## src/hw/rtl/pfs_pkg.sv

```systemverilog
// Shared types, constants and lookup functions for the palette fade sequencer.
package pfs_pkg;

  localparam int PEN_W      = 5;
  localparam int LEVEL_W    = 4;
  localparam int FRAME_W    = 8;
  localparam int ENTRY_W    = 6;
  localparam int HW_W       = 5;
  localparam int CFG_IDX_W  = 2;
  localparam int CFG_DATA_W = 8;

  localparam logic [LEVEL_W-1:0] IN_LEVELS  = LEVEL_W'(9);
  localparam logic [LEVEL_W-1:0] OUT_LEVELS = LEVEL_W'(6);
  localparam logic [HW_W-1:0]    BLACK_HW   = 5'h14;

  localparam logic [PEN_W-1:0]   RANGE_FIRST_RST = 5'd0;
  localparam logic [PEN_W-1:0]   RANGE_LAST_RST  = 5'd16;
  localparam logic [FRAME_W-1:0] FRAME_DELAY_RST = 8'd1;

  typedef enum logic [CFG_IDX_W-1:0] {
    CFG_RANGE_FIRST = 2'd0,
    CFG_RANGE_LAST  = 2'd1,
    CFG_FRAME_DELAY = 2'd2
  } cfg_reg_t;

  typedef enum logic [1:0] {
    ACT_LOAD    = 2'd0,
    ACT_START   = 2'd1,
    ACT_TICK    = 2'd2,
    ACT_BLACKEN = 2'd3
  } action_t;

  typedef struct packed {
    action_t          action;
    logic [PEN_W-1:0] entry_index;
    logic [1:0]       red_level;
    logic [1:0]       green_level;
    logic [1:0]       blue_level;
    logic             direction;
  } item_t;

  typedef struct packed {
    logic             write_valid;
    logic [PEN_W-1:0] pen_index;
    logic [HW_W-1:0]  hw_colour;
    logic             last;
    logic             finished;
  } result_t;

  typedef struct packed {
    logic [1:0] r;
    logic [1:0] g;
    logic [1:0] b;
  } lim_t;

  // Read request from the sequencer to the output path.
  typedef struct packed {
    logic             valid;
    logic [PEN_W-1:0] pen;
    logic             last;
    logic             black;
    logic             finished;
    lim_t             lim;
  } req_t;

  // Palette store write.
  typedef struct packed {
    logic               en;
    logic [PEN_W-1:0]   pen;
    logic [ENTRY_W-1:0] entry;
  } ram_wr_t;

  localparam logic [HW_W-1:0] HW_TABLE [27] = '{
    5'h14, 5'h04, 5'h15, 5'h16, 5'h06, 5'h17, 5'h12, 5'h02, 5'h13,
    5'h1C, 5'h18, 5'h1D, 5'h1E, 5'h00, 5'h1F, 5'h1A, 5'h19, 5'h1B,
    5'h0C, 5'h05, 5'h0D, 5'h0E, 5'h07, 5'h0F, 5'h0A, 5'h03, 5'h0B
  };

  localparam lim_t IN_LIMITS [9] = '{
    '{2'd0, 2'd0, 2'd0}, '{2'd1, 2'd0, 2'd0}, '{2'd2, 2'd0, 2'd0},
    '{2'd3, 2'd0, 2'd0}, '{2'd3, 2'd1, 2'd0}, '{2'd3, 2'd2, 2'd0},
    '{2'd3, 2'd3, 2'd0}, '{2'd3, 2'd3, 2'd1}, '{2'd3, 2'd3, 2'd2}
  };

  localparam lim_t OUT_LIMITS [6] = '{
    '{2'd1, 2'd2, 2'd2}, '{2'd0, 2'd2, 2'd2}, '{2'd0, 2'd1, 2'd2},
    '{2'd0, 2'd0, 2'd2}, '{2'd0, 2'd0, 2'd1}, '{2'd0, 2'd0, 2'd0}
  };

  function automatic logic [1:0] sat2(input logic [1:0] v);
    return (v == 2'd3) ? 2'd2 : v;
  endfunction

  function automatic logic [1:0] min2(input logic [1:0] a, input logic [1:0] b);
    return (a < b) ? a : b;
  endfunction

  function automatic logic [HW_W-1:0] hw_lookup(input logic [4:0] idx);
    return (idx < 5'd27) ? HW_TABLE[idx] : BLACK_HW;
  endfunction

  function automatic lim_t fade_limit(input logic dir, input logic [LEVEL_W-1:0] level);
    lim_t l;
    l = '0;
    if (dir) begin
      if (level < OUT_LEVELS) l = OUT_LIMITS[level[2:0]];
    end else begin
      if (level < IN_LEVELS) l = IN_LIMITS[level];
    end
    return l;
  endfunction

endpackage

```

## src/hw/rtl/pfs_ram.sv

```systemverilog
// Generic single-port-write, single-port-read RAM with registered read data.
module pfs_ram #(
  parameter int WIDTH = 6,
  parameter int DEPTH = 17,
  localparam int AW = (DEPTH > 1) ? $clog2(DEPTH) : 1
) (
  input  logic             clk,
  input  logic             we,
  input  logic [AW-1:0]    waddr,
  input  logic [WIDTH-1:0] wdata,
  input  logic             re,
  input  logic [AW-1:0]    raddr,
  output logic [WIDTH-1:0] rdata
);

  logic [WIDTH-1:0] mem [DEPTH];

  always_ff @(posedge clk) begin
    if (we) mem[waddr] <= wdata;
    if (re) rdata <= mem[raddr];
  end

endmodule

```

## src/hw/rtl/pfs_ctrl.sv

```systemverilog
// Fade state, configuration registers and per-pen read sequencer.
module pfs_ctrl #(
  parameter int PEN_COUNT = 17
) (
  input  logic                              clk,
  input  logic                              rst,
  input  logic                              cfg_we,
  input  logic [pfs_pkg::CFG_IDX_W-1:0]     cfg_index,
  input  logic [pfs_pkg::CFG_DATA_W-1:0]    cfg_data,
  input  logic                              item_valid,
  output logic                              item_ready,
  input  pfs_pkg::item_t                    item,
  output pfs_pkg::req_t                     req,
  input  logic                              take,
  output pfs_pkg::ram_wr_t                  wr
);

  typedef enum logic [1:0] {IDLE, RUN, FIN} state_t;

  localparam logic [pfs_pkg::PEN_W-1:0] MAX_PEN = pfs_pkg::PEN_W'(PEN_COUNT - 1);

  state_t                          state;
  logic [pfs_pkg::PEN_W-1:0]       range_first;
  logic [pfs_pkg::PEN_W-1:0]       range_last;
  logic [pfs_pkg::FRAME_W-1:0]     frame_delay;
  logic                            fade_active;
  logic                            fade_dir;
  logic [pfs_pkg::LEVEL_W-1:0]     level;
  logic [pfs_pkg::FRAME_W-1:0]     frame_count;
  logic [pfs_pkg::PEN_W-1:0]       pen;
  logic [pfs_pkg::PEN_W-1:0]       pen_last;
  logic                            black;

  logic                            accept;
  logic [pfs_pkg::PEN_W-1:0]       clip_last;
  logic                            range_empty;
  logic [pfs_pkg::FRAME_W-1:0]     wait_eff;
  logic [pfs_pkg::LEVEL_W-1:0]     level_count;
  logic [pfs_pkg::LEVEL_W-1:0]     level_next;
  logic                            issue;

  assign item_ready  = (state == IDLE);
  assign accept      = item_valid && item_ready;
  assign clip_last   = (range_last > MAX_PEN) ? MAX_PEN : range_last;
  assign range_empty = (range_first > clip_last);
  assign wait_eff    = (frame_delay == '0) ? pfs_pkg::FRAME_W'(1) : frame_delay;
  assign level_count = fade_dir ? pfs_pkg::OUT_LEVELS : pfs_pkg::IN_LEVELS;
  assign level_next  = level + pfs_pkg::LEVEL_W'(1);
  assign issue       = req.valid && take;

  always_comb begin
    req.valid    = (state == RUN) || (state == FIN);
    req.pen      = (state == FIN) ? '0 : pen;
    req.last     = (state == FIN) || (pen == pen_last);
    req.black    = black;
    req.finished = (state == FIN);
    req.lim      = pfs_pkg::fade_limit(fade_dir, level);
  end

  always_comb begin
    wr.en    = accept && (item.action == pfs_pkg::ACT_LOAD)
               && ({1'b0, item.entry_index} < (pfs_pkg::PEN_W + 1)'(PEN_COUNT));
    wr.pen   = item.entry_index;
    wr.entry = {pfs_pkg::sat2(item.red_level), pfs_pkg::sat2(item.green_level),
                pfs_pkg::sat2(item.blue_level)};
  end

  always_ff @(posedge clk) begin
    if (rst) begin
      state       <= IDLE;
      range_first <= pfs_pkg::RANGE_FIRST_RST;
      range_last  <= pfs_pkg::RANGE_LAST_RST;
      frame_delay <= pfs_pkg::FRAME_DELAY_RST;
      fade_active <= 1'b0;
      fade_dir    <= 1'b0;
      level       <= '0;
      frame_count <= '0;
      pen         <= '0;
      pen_last    <= '0;
      black       <= 1'b0;
    end else begin
      if (cfg_we) begin
        unique case (cfg_index)
          pfs_pkg::CFG_RANGE_FIRST: range_first <= cfg_data[pfs_pkg::PEN_W-1:0];
          pfs_pkg::CFG_RANGE_LAST:  range_last  <= cfg_data[pfs_pkg::PEN_W-1:0];
          pfs_pkg::CFG_FRAME_DELAY: frame_delay <= cfg_data;
          default: ;
        endcase
      end
      unique case (state)
        IDLE: begin
          if (accept) begin
            pen      <= range_first;
            pen_last <= clip_last;
            unique case (item.action)
              pfs_pkg::ACT_LOAD: ;
              pfs_pkg::ACT_START: begin
                fade_active <= 1'b1;
                fade_dir    <= item.direction;
                level       <= '0;
                frame_count <= wait_eff;
                black       <= 1'b0;
                if (!range_empty) state <= RUN;
              end
              pfs_pkg::ACT_TICK: begin
                if (fade_active) begin
                  if (frame_count > pfs_pkg::FRAME_W'(1)) begin
                    frame_count <= frame_count - pfs_pkg::FRAME_W'(1);
                  end else if (level_next >= level_count) begin
                    frame_count <= '0;
                    fade_active <= 1'b0;
                    level       <= '0;
                    state       <= FIN;
                  end else begin
                    frame_count <= wait_eff;
                    level       <= level_next;
                    black       <= 1'b0;
                    if (!range_empty) state <= RUN;
                  end
                end
              end
              pfs_pkg::ACT_BLACKEN: begin
                black <= 1'b1;
                if (!range_empty) state <= RUN;
              end
              default: ;
            endcase
          end
        end
        RUN: begin
          if (issue) begin
            pen <= pen + pfs_pkg::PEN_W'(1);
            if (pen == pen_last) state <= IDLE;
          end
        end
        FIN: begin
          if (issue) state <= IDLE;
        end
        default: state <= IDLE;
      endcase
    end
  end

  a_level_bound: assert property (@(posedge clk) disable iff (rst)
    level < level_count)
    else $error("fade level out of range");

  a_idle_level: assert property (@(posedge clk) disable iff (rst)
    !fade_active |-> (level == '0))
    else $error("level not cleared after fade");

  a_pen_in_range: assert property (@(posedge clk) disable iff (rst)
    (state == RUN) |-> (pen >= range_first) && (pen <= pen_last) && (pen_last <= MAX_PEN))
    else $error("pen outside range");

  a_last_ends_run: assert property (@(posedge clk) disable iff (rst)
    (issue && req.last) |=> (state == IDLE))
    else $error("sequencer kept running after last beat");

endmodule

```

## src/hw/rtl/pfs_out.sv

```systemverilog
// Read-data stage, colour clamp and lookup, and the result register.
module pfs_out (
  input  logic                              clk,
  input  logic                              rst,
  input  pfs_pkg::req_t                     req,
  output logic                              take,
  input  logic [pfs_pkg::ENTRY_W-1:0]       rdata,
  output logic                              result_valid,
  input  logic                              result_ready,
  output pfs_pkg::result_t                  result
);

  logic             s1_valid;
  pfs_pkg::req_t    s1;
  logic             s1_adv;
  logic [1:0]       r;
  logic [1:0]       g;
  logic [1:0]       b;
  logic [4:0]       idx;
  pfs_pkg::result_t res_next;

  assign s1_adv = s1_valid && (!result_valid || result_ready);
  assign take   = !s1_valid || s1_adv;

  always_comb begin
    r   = pfs_pkg::min2(rdata[5:4], s1.lim.r);
    g   = pfs_pkg::min2(rdata[3:2], s1.lim.g);
    b   = pfs_pkg::min2(rdata[1:0], s1.lim.b);
    idx = ({3'b0, r} * 5'd9) + ({3'b0, g} * 5'd3) + {3'b0, b};
    if (s1.finished) begin
      res_next = '{write_valid: 1'b0, pen_index: '0, hw_colour: '0,
                   last: 1'b1, finished: 1'b1};
    end else begin
      res_next.write_valid = 1'b1;
      res_next.pen_index   = s1.pen;
      res_next.hw_colour   = s1.black ? pfs_pkg::BLACK_HW : pfs_pkg::hw_lookup(idx);
      res_next.last        = s1.last;
      res_next.finished    = 1'b0;
    end
  end

  always_ff @(posedge clk) begin
    if (rst) begin
      s1_valid     <= 1'b0;
      result_valid <= 1'b0;
    end else begin
      if (take) s1_valid <= req.valid;
      if (s1_adv) result_valid <= 1'b1;
      else if (result_ready) result_valid <= 1'b0;
    end
  end

  always_ff @(posedge clk) begin
    if (take && req.valid) s1 <= req;
    if (s1_adv) result <= res_next;
  end

  a_s1_holds: assert property (@(posedge clk) disable iff (rst)
    (s1_valid && result_valid && !result_ready) |=> s1_valid && $stable(s1))
    else $error("read stage lost a beat under stall");

endmodule

```

## src/hw/rtl/palette_fade_sequencer.sv

```systemverilog
// Palette fade sequencer top level: palette store, sequencer and output path.
//
//  channel   dir  handshake                   payload
//  item      in   item_valid / item_ready     pfs_pkg::item_t
//  result    out  result_valid / result_ready pfs_pkg::result_t
//  cfg       in   cfg_we (no wait)            cfg_index, cfg_data
//
// A start, blacken or level-advancing tick issues one pen per cycle, unless
// result_ready stalls it, from the single palette read port; a fade-ending
// tick issues one finished beat. Each read is registered in the read stage,
// then in the result register. Reset clears fade state and resets the
// configuration to its defaults; palette entries are undefined until loaded,
// with no clearing pass. result_ready low holds the result and the read stage
// and pauses the sequencer; item_ready is low while it issues.
module palette_fade_sequencer #(
  parameter int PEN_COUNT = 17
) (
  input  logic                           clk,
  input  logic                           rst,
  input  logic                           cfg_we,
  input  logic [pfs_pkg::CFG_IDX_W-1:0]  cfg_index,
  input  logic [pfs_pkg::CFG_DATA_W-1:0] cfg_data,
  input  logic                           item_valid,
  output logic                           item_ready,
  input  pfs_pkg::item_t                 item,
  output logic                           result_valid,
  input  logic                           result_ready,
  output pfs_pkg::result_t               result
);

  localparam int AW = (PEN_COUNT > 1) ? $clog2(PEN_COUNT) : 1;

  pfs_pkg::req_t                 req;
  pfs_pkg::ram_wr_t              wr;
  logic                          take;
  logic [pfs_pkg::ENTRY_W-1:0]   rdata;

  pfs_ctrl #(.PEN_COUNT(PEN_COUNT)) u_ctrl (
    .clk        (clk),
    .rst        (rst),
    .cfg_we     (cfg_we),
    .cfg_index  (cfg_index),
    .cfg_data   (cfg_data),
    .item_valid (item_valid),
    .item_ready (item_ready),
    .item       (item),
    .req        (req),
    .take       (take),
    .wr         (wr)
  );

  pfs_ram #(.WIDTH(pfs_pkg::ENTRY_W), .DEPTH(PEN_COUNT)) u_ram (
    .clk   (clk),
    .we    (wr.en),
    .waddr (wr.pen[AW-1:0]),
    .wdata (wr.entry),
    .re    (req.valid && take),
    .raddr (req.pen[AW-1:0]),
    .rdata (rdata)
  );

  pfs_out u_out (
    .clk          (clk),
    .rst          (rst),
    .req          (req),
    .take         (take),
    .rdata        (rdata),
    .result_valid (result_valid),
    .result_ready (result_ready),
    .result       (result)
  );

endmodule
```

## config.mk

```make
export PLATFORM = sky130hd
export DESIGN_NAME = palette_fade_sequencer
export DESIGN_NICKNAME = d
export VERILOG_FILES = /design/src/hw/rtl/pfs_pkg.sv /design/src/hw/rtl/pfs_ram.sv /design/src/hw/rtl/pfs_ctrl.sv /design/src/hw/rtl/pfs_out.sv /design/src/hw/rtl/palette_fade_sequencer.sv
export SDC_FILE = /design/constraint.sdc
export NUM_CORES = 1
export LEC_CHECK = 0
export ABC_AREA = 1
export ABC_CLOCK_PERIOD_IN_PS = 7140
export BUFFER_PORTS_ARGS = -buffer_cell sky130_fd_sc_hd__buf_2
export CELL_PAD_IN_SITES_DETAIL_PLACEMENT = 0
export CELL_PAD_IN_SITES_GLOBAL_PLACEMENT = 2
export CORE_MARGIN = 5
export CORE_UTILIZATION = 42
export CTS_CLUSTER_SIZE = 16
export DETAILED_ROUTE_END_ITERATION = 8
export PLACE_DENSITY_LB_ADDON = 0.15
export SLEW_MARGIN = 10
export SYNTH_ARGS = -nofsm -noshare
export SYNTH_HDL_FRONTEND = slang
export SYNTH_SLANG_ARGS = --single-unit
```

## constraint.sdc

```tcl
create_clock -name clk -period 7.14 [get_ports clk]
set_clock_uncertainty 0.15 [all_clocks]
set_input_delay 0.714 -clock clk [delete_from_list [all_inputs] [get_ports clk]]
set_output_delay 0.714 -clock clk [all_outputs]
set_load 0.01 [all_outputs]
```

==> impl_results.md <==
* Status: finished clean
* Number of global-route vias before repair at 6146
* Final GP Congestion at around 0.81
* Hold WC Path Type: flip-flop to flip-flop
* Flops & latches, synth at 182
* Wire length on met2 at 8750 um
* Hold buffers post-CTS at 0
* Antenna violations before repair at 0
* Critical path peak fanout at 6
* Pre-antenna DRT Iters at 4
* WL met3 at between 900 and 1000 um
* Main flop type after synthesis: edfxtp_1
* Worst setup EP type: flip-flop
* Top cells by area, synth: edfxtp_1 46%, dfxtp_1 11%, nand2_1 6.1%
* Avg Inst Size Synth at roughly 9.4 um2
* Setup WS post-layout at ~3.3 ns
* Post-route DRC at 0
* Grt total ovfl at 0
* TritonCTS clock tree: yes
* Top-area cell type share of the netlist area at between 40% and 50%
* GR Util All Layers at 16.9%
* Min Clock Period, post-route at roughly 3.9 ns
* Post-route ant nets at 0
* Startpoint of the worst hold path: u_ctrl.black$_SDFFE_PP0P_
* Seq/Total Area, Yosys at around 57%
* Slew margin rel. at 32.3%
* Max_cap viols at 0
* Final Hold Fails at 0
* Final Power at 4.23 mW
* Setup TNS at 0 ns
* RSZ-0062 raised after global routing: false
* FFs w/ async S/R, synth at 0%
* Number of buffers created by CTS at 17
* Count of pins over their slew limit at 0
* Leak at between 3 and 4 nW
* M1 wire length at slightly below 10000 um
* Antenna diodes at 0
* Buffers on Ports at 43
* Routed vias at 6302
* Filler instances at between 2000 and 2500
* PwrDens at about 430 nW/um2
* Row count at between 50 and 60
* Drt initial violations at 352
* Initial Util at between 40 and 50%
* Critical path type: flip-flop to flip-flop
* Routed len/inst at roughly 16 um
* R2R depth at 13
* Pin count of the biggest net entering global routing at 74
* Most frequent cell after synthesis: nand2_1
* P&R area growth vs syn at 12.0%
* Capture point of the worst reg-to-reg path: u_out.result[3]$_SDFFCE_PP0P_
* Syn Inst Count at between 900 and 1000
* Peak supply drop at 0.290 mV
* IO Count at 44
* Clock Pin Slew Worst Setup and Hold Paths at about 0.070 ns
* Setup repair bufs after CTS at 0
* Core area at 20800 um2
* Maximum root-to-sink buffer count at 2
* Critical Path AT at roughly 4 ns
* Highest Clock Rate at 0.258 GHz
* Drt via density at about 5
* Fin crit share at 54.3%
* Die Wd at between 150 and 200 um
* Most frequent cells after synthesis: 142 x nand2_1, 135 x edfxtp_1, 120 x inv_1, 115 x nor2_1, 92 x o21ai_0
* Min Hold Slack at between 0.2 and 0.3 ns
* DP Worst Slack at around 3.3 ns
* Syn Nets at a little over 1000
* CP required at 7.17 ns
* Hold path depth at 0
* Synth Warn # at 0
* Vert. Die Dim at between 150 and 200 um
* Layout Nets at approximately 1000
* Reg-to-reg startpoint: u_ram.rdata[3]$_DFFE_PP_
* Post-Route WL at approximately 20000 um
* Placed cells at roughly 1200
* Clk sinks at around 180
* Post-DP HPWL at 13700 um
* Hold path endpoint: u_out.s1[7]$_DFFE_PP_
* Post-synth top area cell: edfxtp_1
* First-pass GRT wire length at around 32000 um
* Post-synth cell types at 35
* Die area at approximately 24000 um2
* Startpoint Class: flip-flop
* Cell Count, Final, Fillers Out at 1263
* Final setup fails at 0
* Post-synth EDFFs at roughly 140
* Netlist Area Pre-Place at a little under 9000 um2
* Worst-Skew Late Latency at ~0.43 ns
* CTS resizes at 0
* Slew of the pin with the lowest slew margin at 1.01 ns
* Htree depth at 4
* Reg-to-reg slack, setup at around 3.3 ns
* Root Driver: clkbuf_16
* Max Used Layer: met4
* Layout cells sized above 1 at around a tenth
-- registers in the layout, indices dropped and copies added (netlist names), 4 cells and up --
signal,cells
u_ctrl.level,4
u_ctrl.frame_delay,8
u_ram.rdata,6
u_ctrl.frame_count,8
u_ram.mem,102
u_ctrl.range_last,5
u_ctrl.pen,5
u_out.s1,14
u_ctrl.range_first,5
u_ctrl.pen_last,5
u_out.result,13
-- worst max-delay path by stage --
stage	startpoint	end	slack (ns)	cells after the start
final	u_ram.rdata[3]$_DFFE_PP_	u_out.result[3]$_SDFFCE_PP0P_	3.26	13
after CTS	u_ram.rdata[3]$_DFFE_PP_	u_out.result[3]$_SDFFCE_PP0P_	3.25	13
after floorplan	u_ram.rdata[3]$_DFFE_PP_	u_out.result[3]$_SDFFCE_PP0P_	3.48	13
after global placement	u_ram.rdata[3]$_DFFE_PP_	u_out.result[3]$_SDFFCE_PP0P_	3.31	13
after detailed placement	u_ram.rdata[3]$_DFFE_PP_	u_out.result[3]$_SDFFCE_PP0P_	3.25	13
after global routing	u_ram.rdata[3]$_DFFE_PP_	u_out.result[6]$_SDFFCE_PP0P_	3.04	14
-- cell families (layout without fill, tap and decap cells) --
kind of cell             count (synthesis)  after routing  share of synthesized area (%)
AND/OR/NAND/NOR                        338            338                           16.0
buffers and inverters                  152            206                           6.79
flip-flops                             182            182                           56.7
XOR/XNOR                                 8              8                          0.881
adder cells (fa/ha/maj)                 45             45                           6.74
AO/OA/AOI/OAI                          209            209                           12.9
-- where the power goes --
part	internal, mW	switching (mW)	leakage (nW)
registers	1.30	0.0678	1.62
clock network	0.469	0.461	0.282
logic	0.681	1.25	2.06
total	2.45	1.78	3.96
-- worst max-delay path, cell delays in order, from the launching register on --
cell and delay, ns:
edfxtp_1 0.40, ha_1 0.30, nor2_1 0.04, o22ai_1 0.29, fa_1 0.48, fa_1 0.45, fa_1 0.61, inv_1 0.14
ha_1 0.21, or2_2 0.28, nand2_1 0.08, nand3_1 0.08, o31ai_1 0.08, nor2_1 0.06
-- cells in the final DEF, fill, tap and decap left out, drive strengths merged, types with 28 or more instances in the layout --
master and n:
nand3 54, ha 41, inv 131, nand2 146
nor2 115, o211ai 28, o21ai 100, a21oi 72
edfxtp 135, dfxtp 47, buf 48
-- metal layers --
layer | GRT usage, % | vias up
met4 | 4.79 | 0
met1 | 24.6 | 2897
li1 | - | 3265
met5 | 0 | -
met3 | 2.88 | 18
met2 | 26.1 | 122
-- layout make-up --
class,instances,area (um2),area share (%)
Sequential cell,182,4990,50.7
Multi-Input combinational cell,600,3210,32.6
Inverter,126,473,4.80
Clock buffer,18,429,4.35
Tap cell,275,344,3.49
Timing Repair Buffer,48,253,2.56
Clock inverter,14,154,1.56
-- through the flow --
stage / instance area (um2) / utilization [%]
after detailed placement: 9280 / 44.5
after floorplan: 8800 / -
final: 9860 / 47.4
after CTS: 9860 / 47.4
after global placement: 9280 / 44.5
after global routing: 9860 / 47.4
Note: power is estimated with default switching activity, not from simulation.
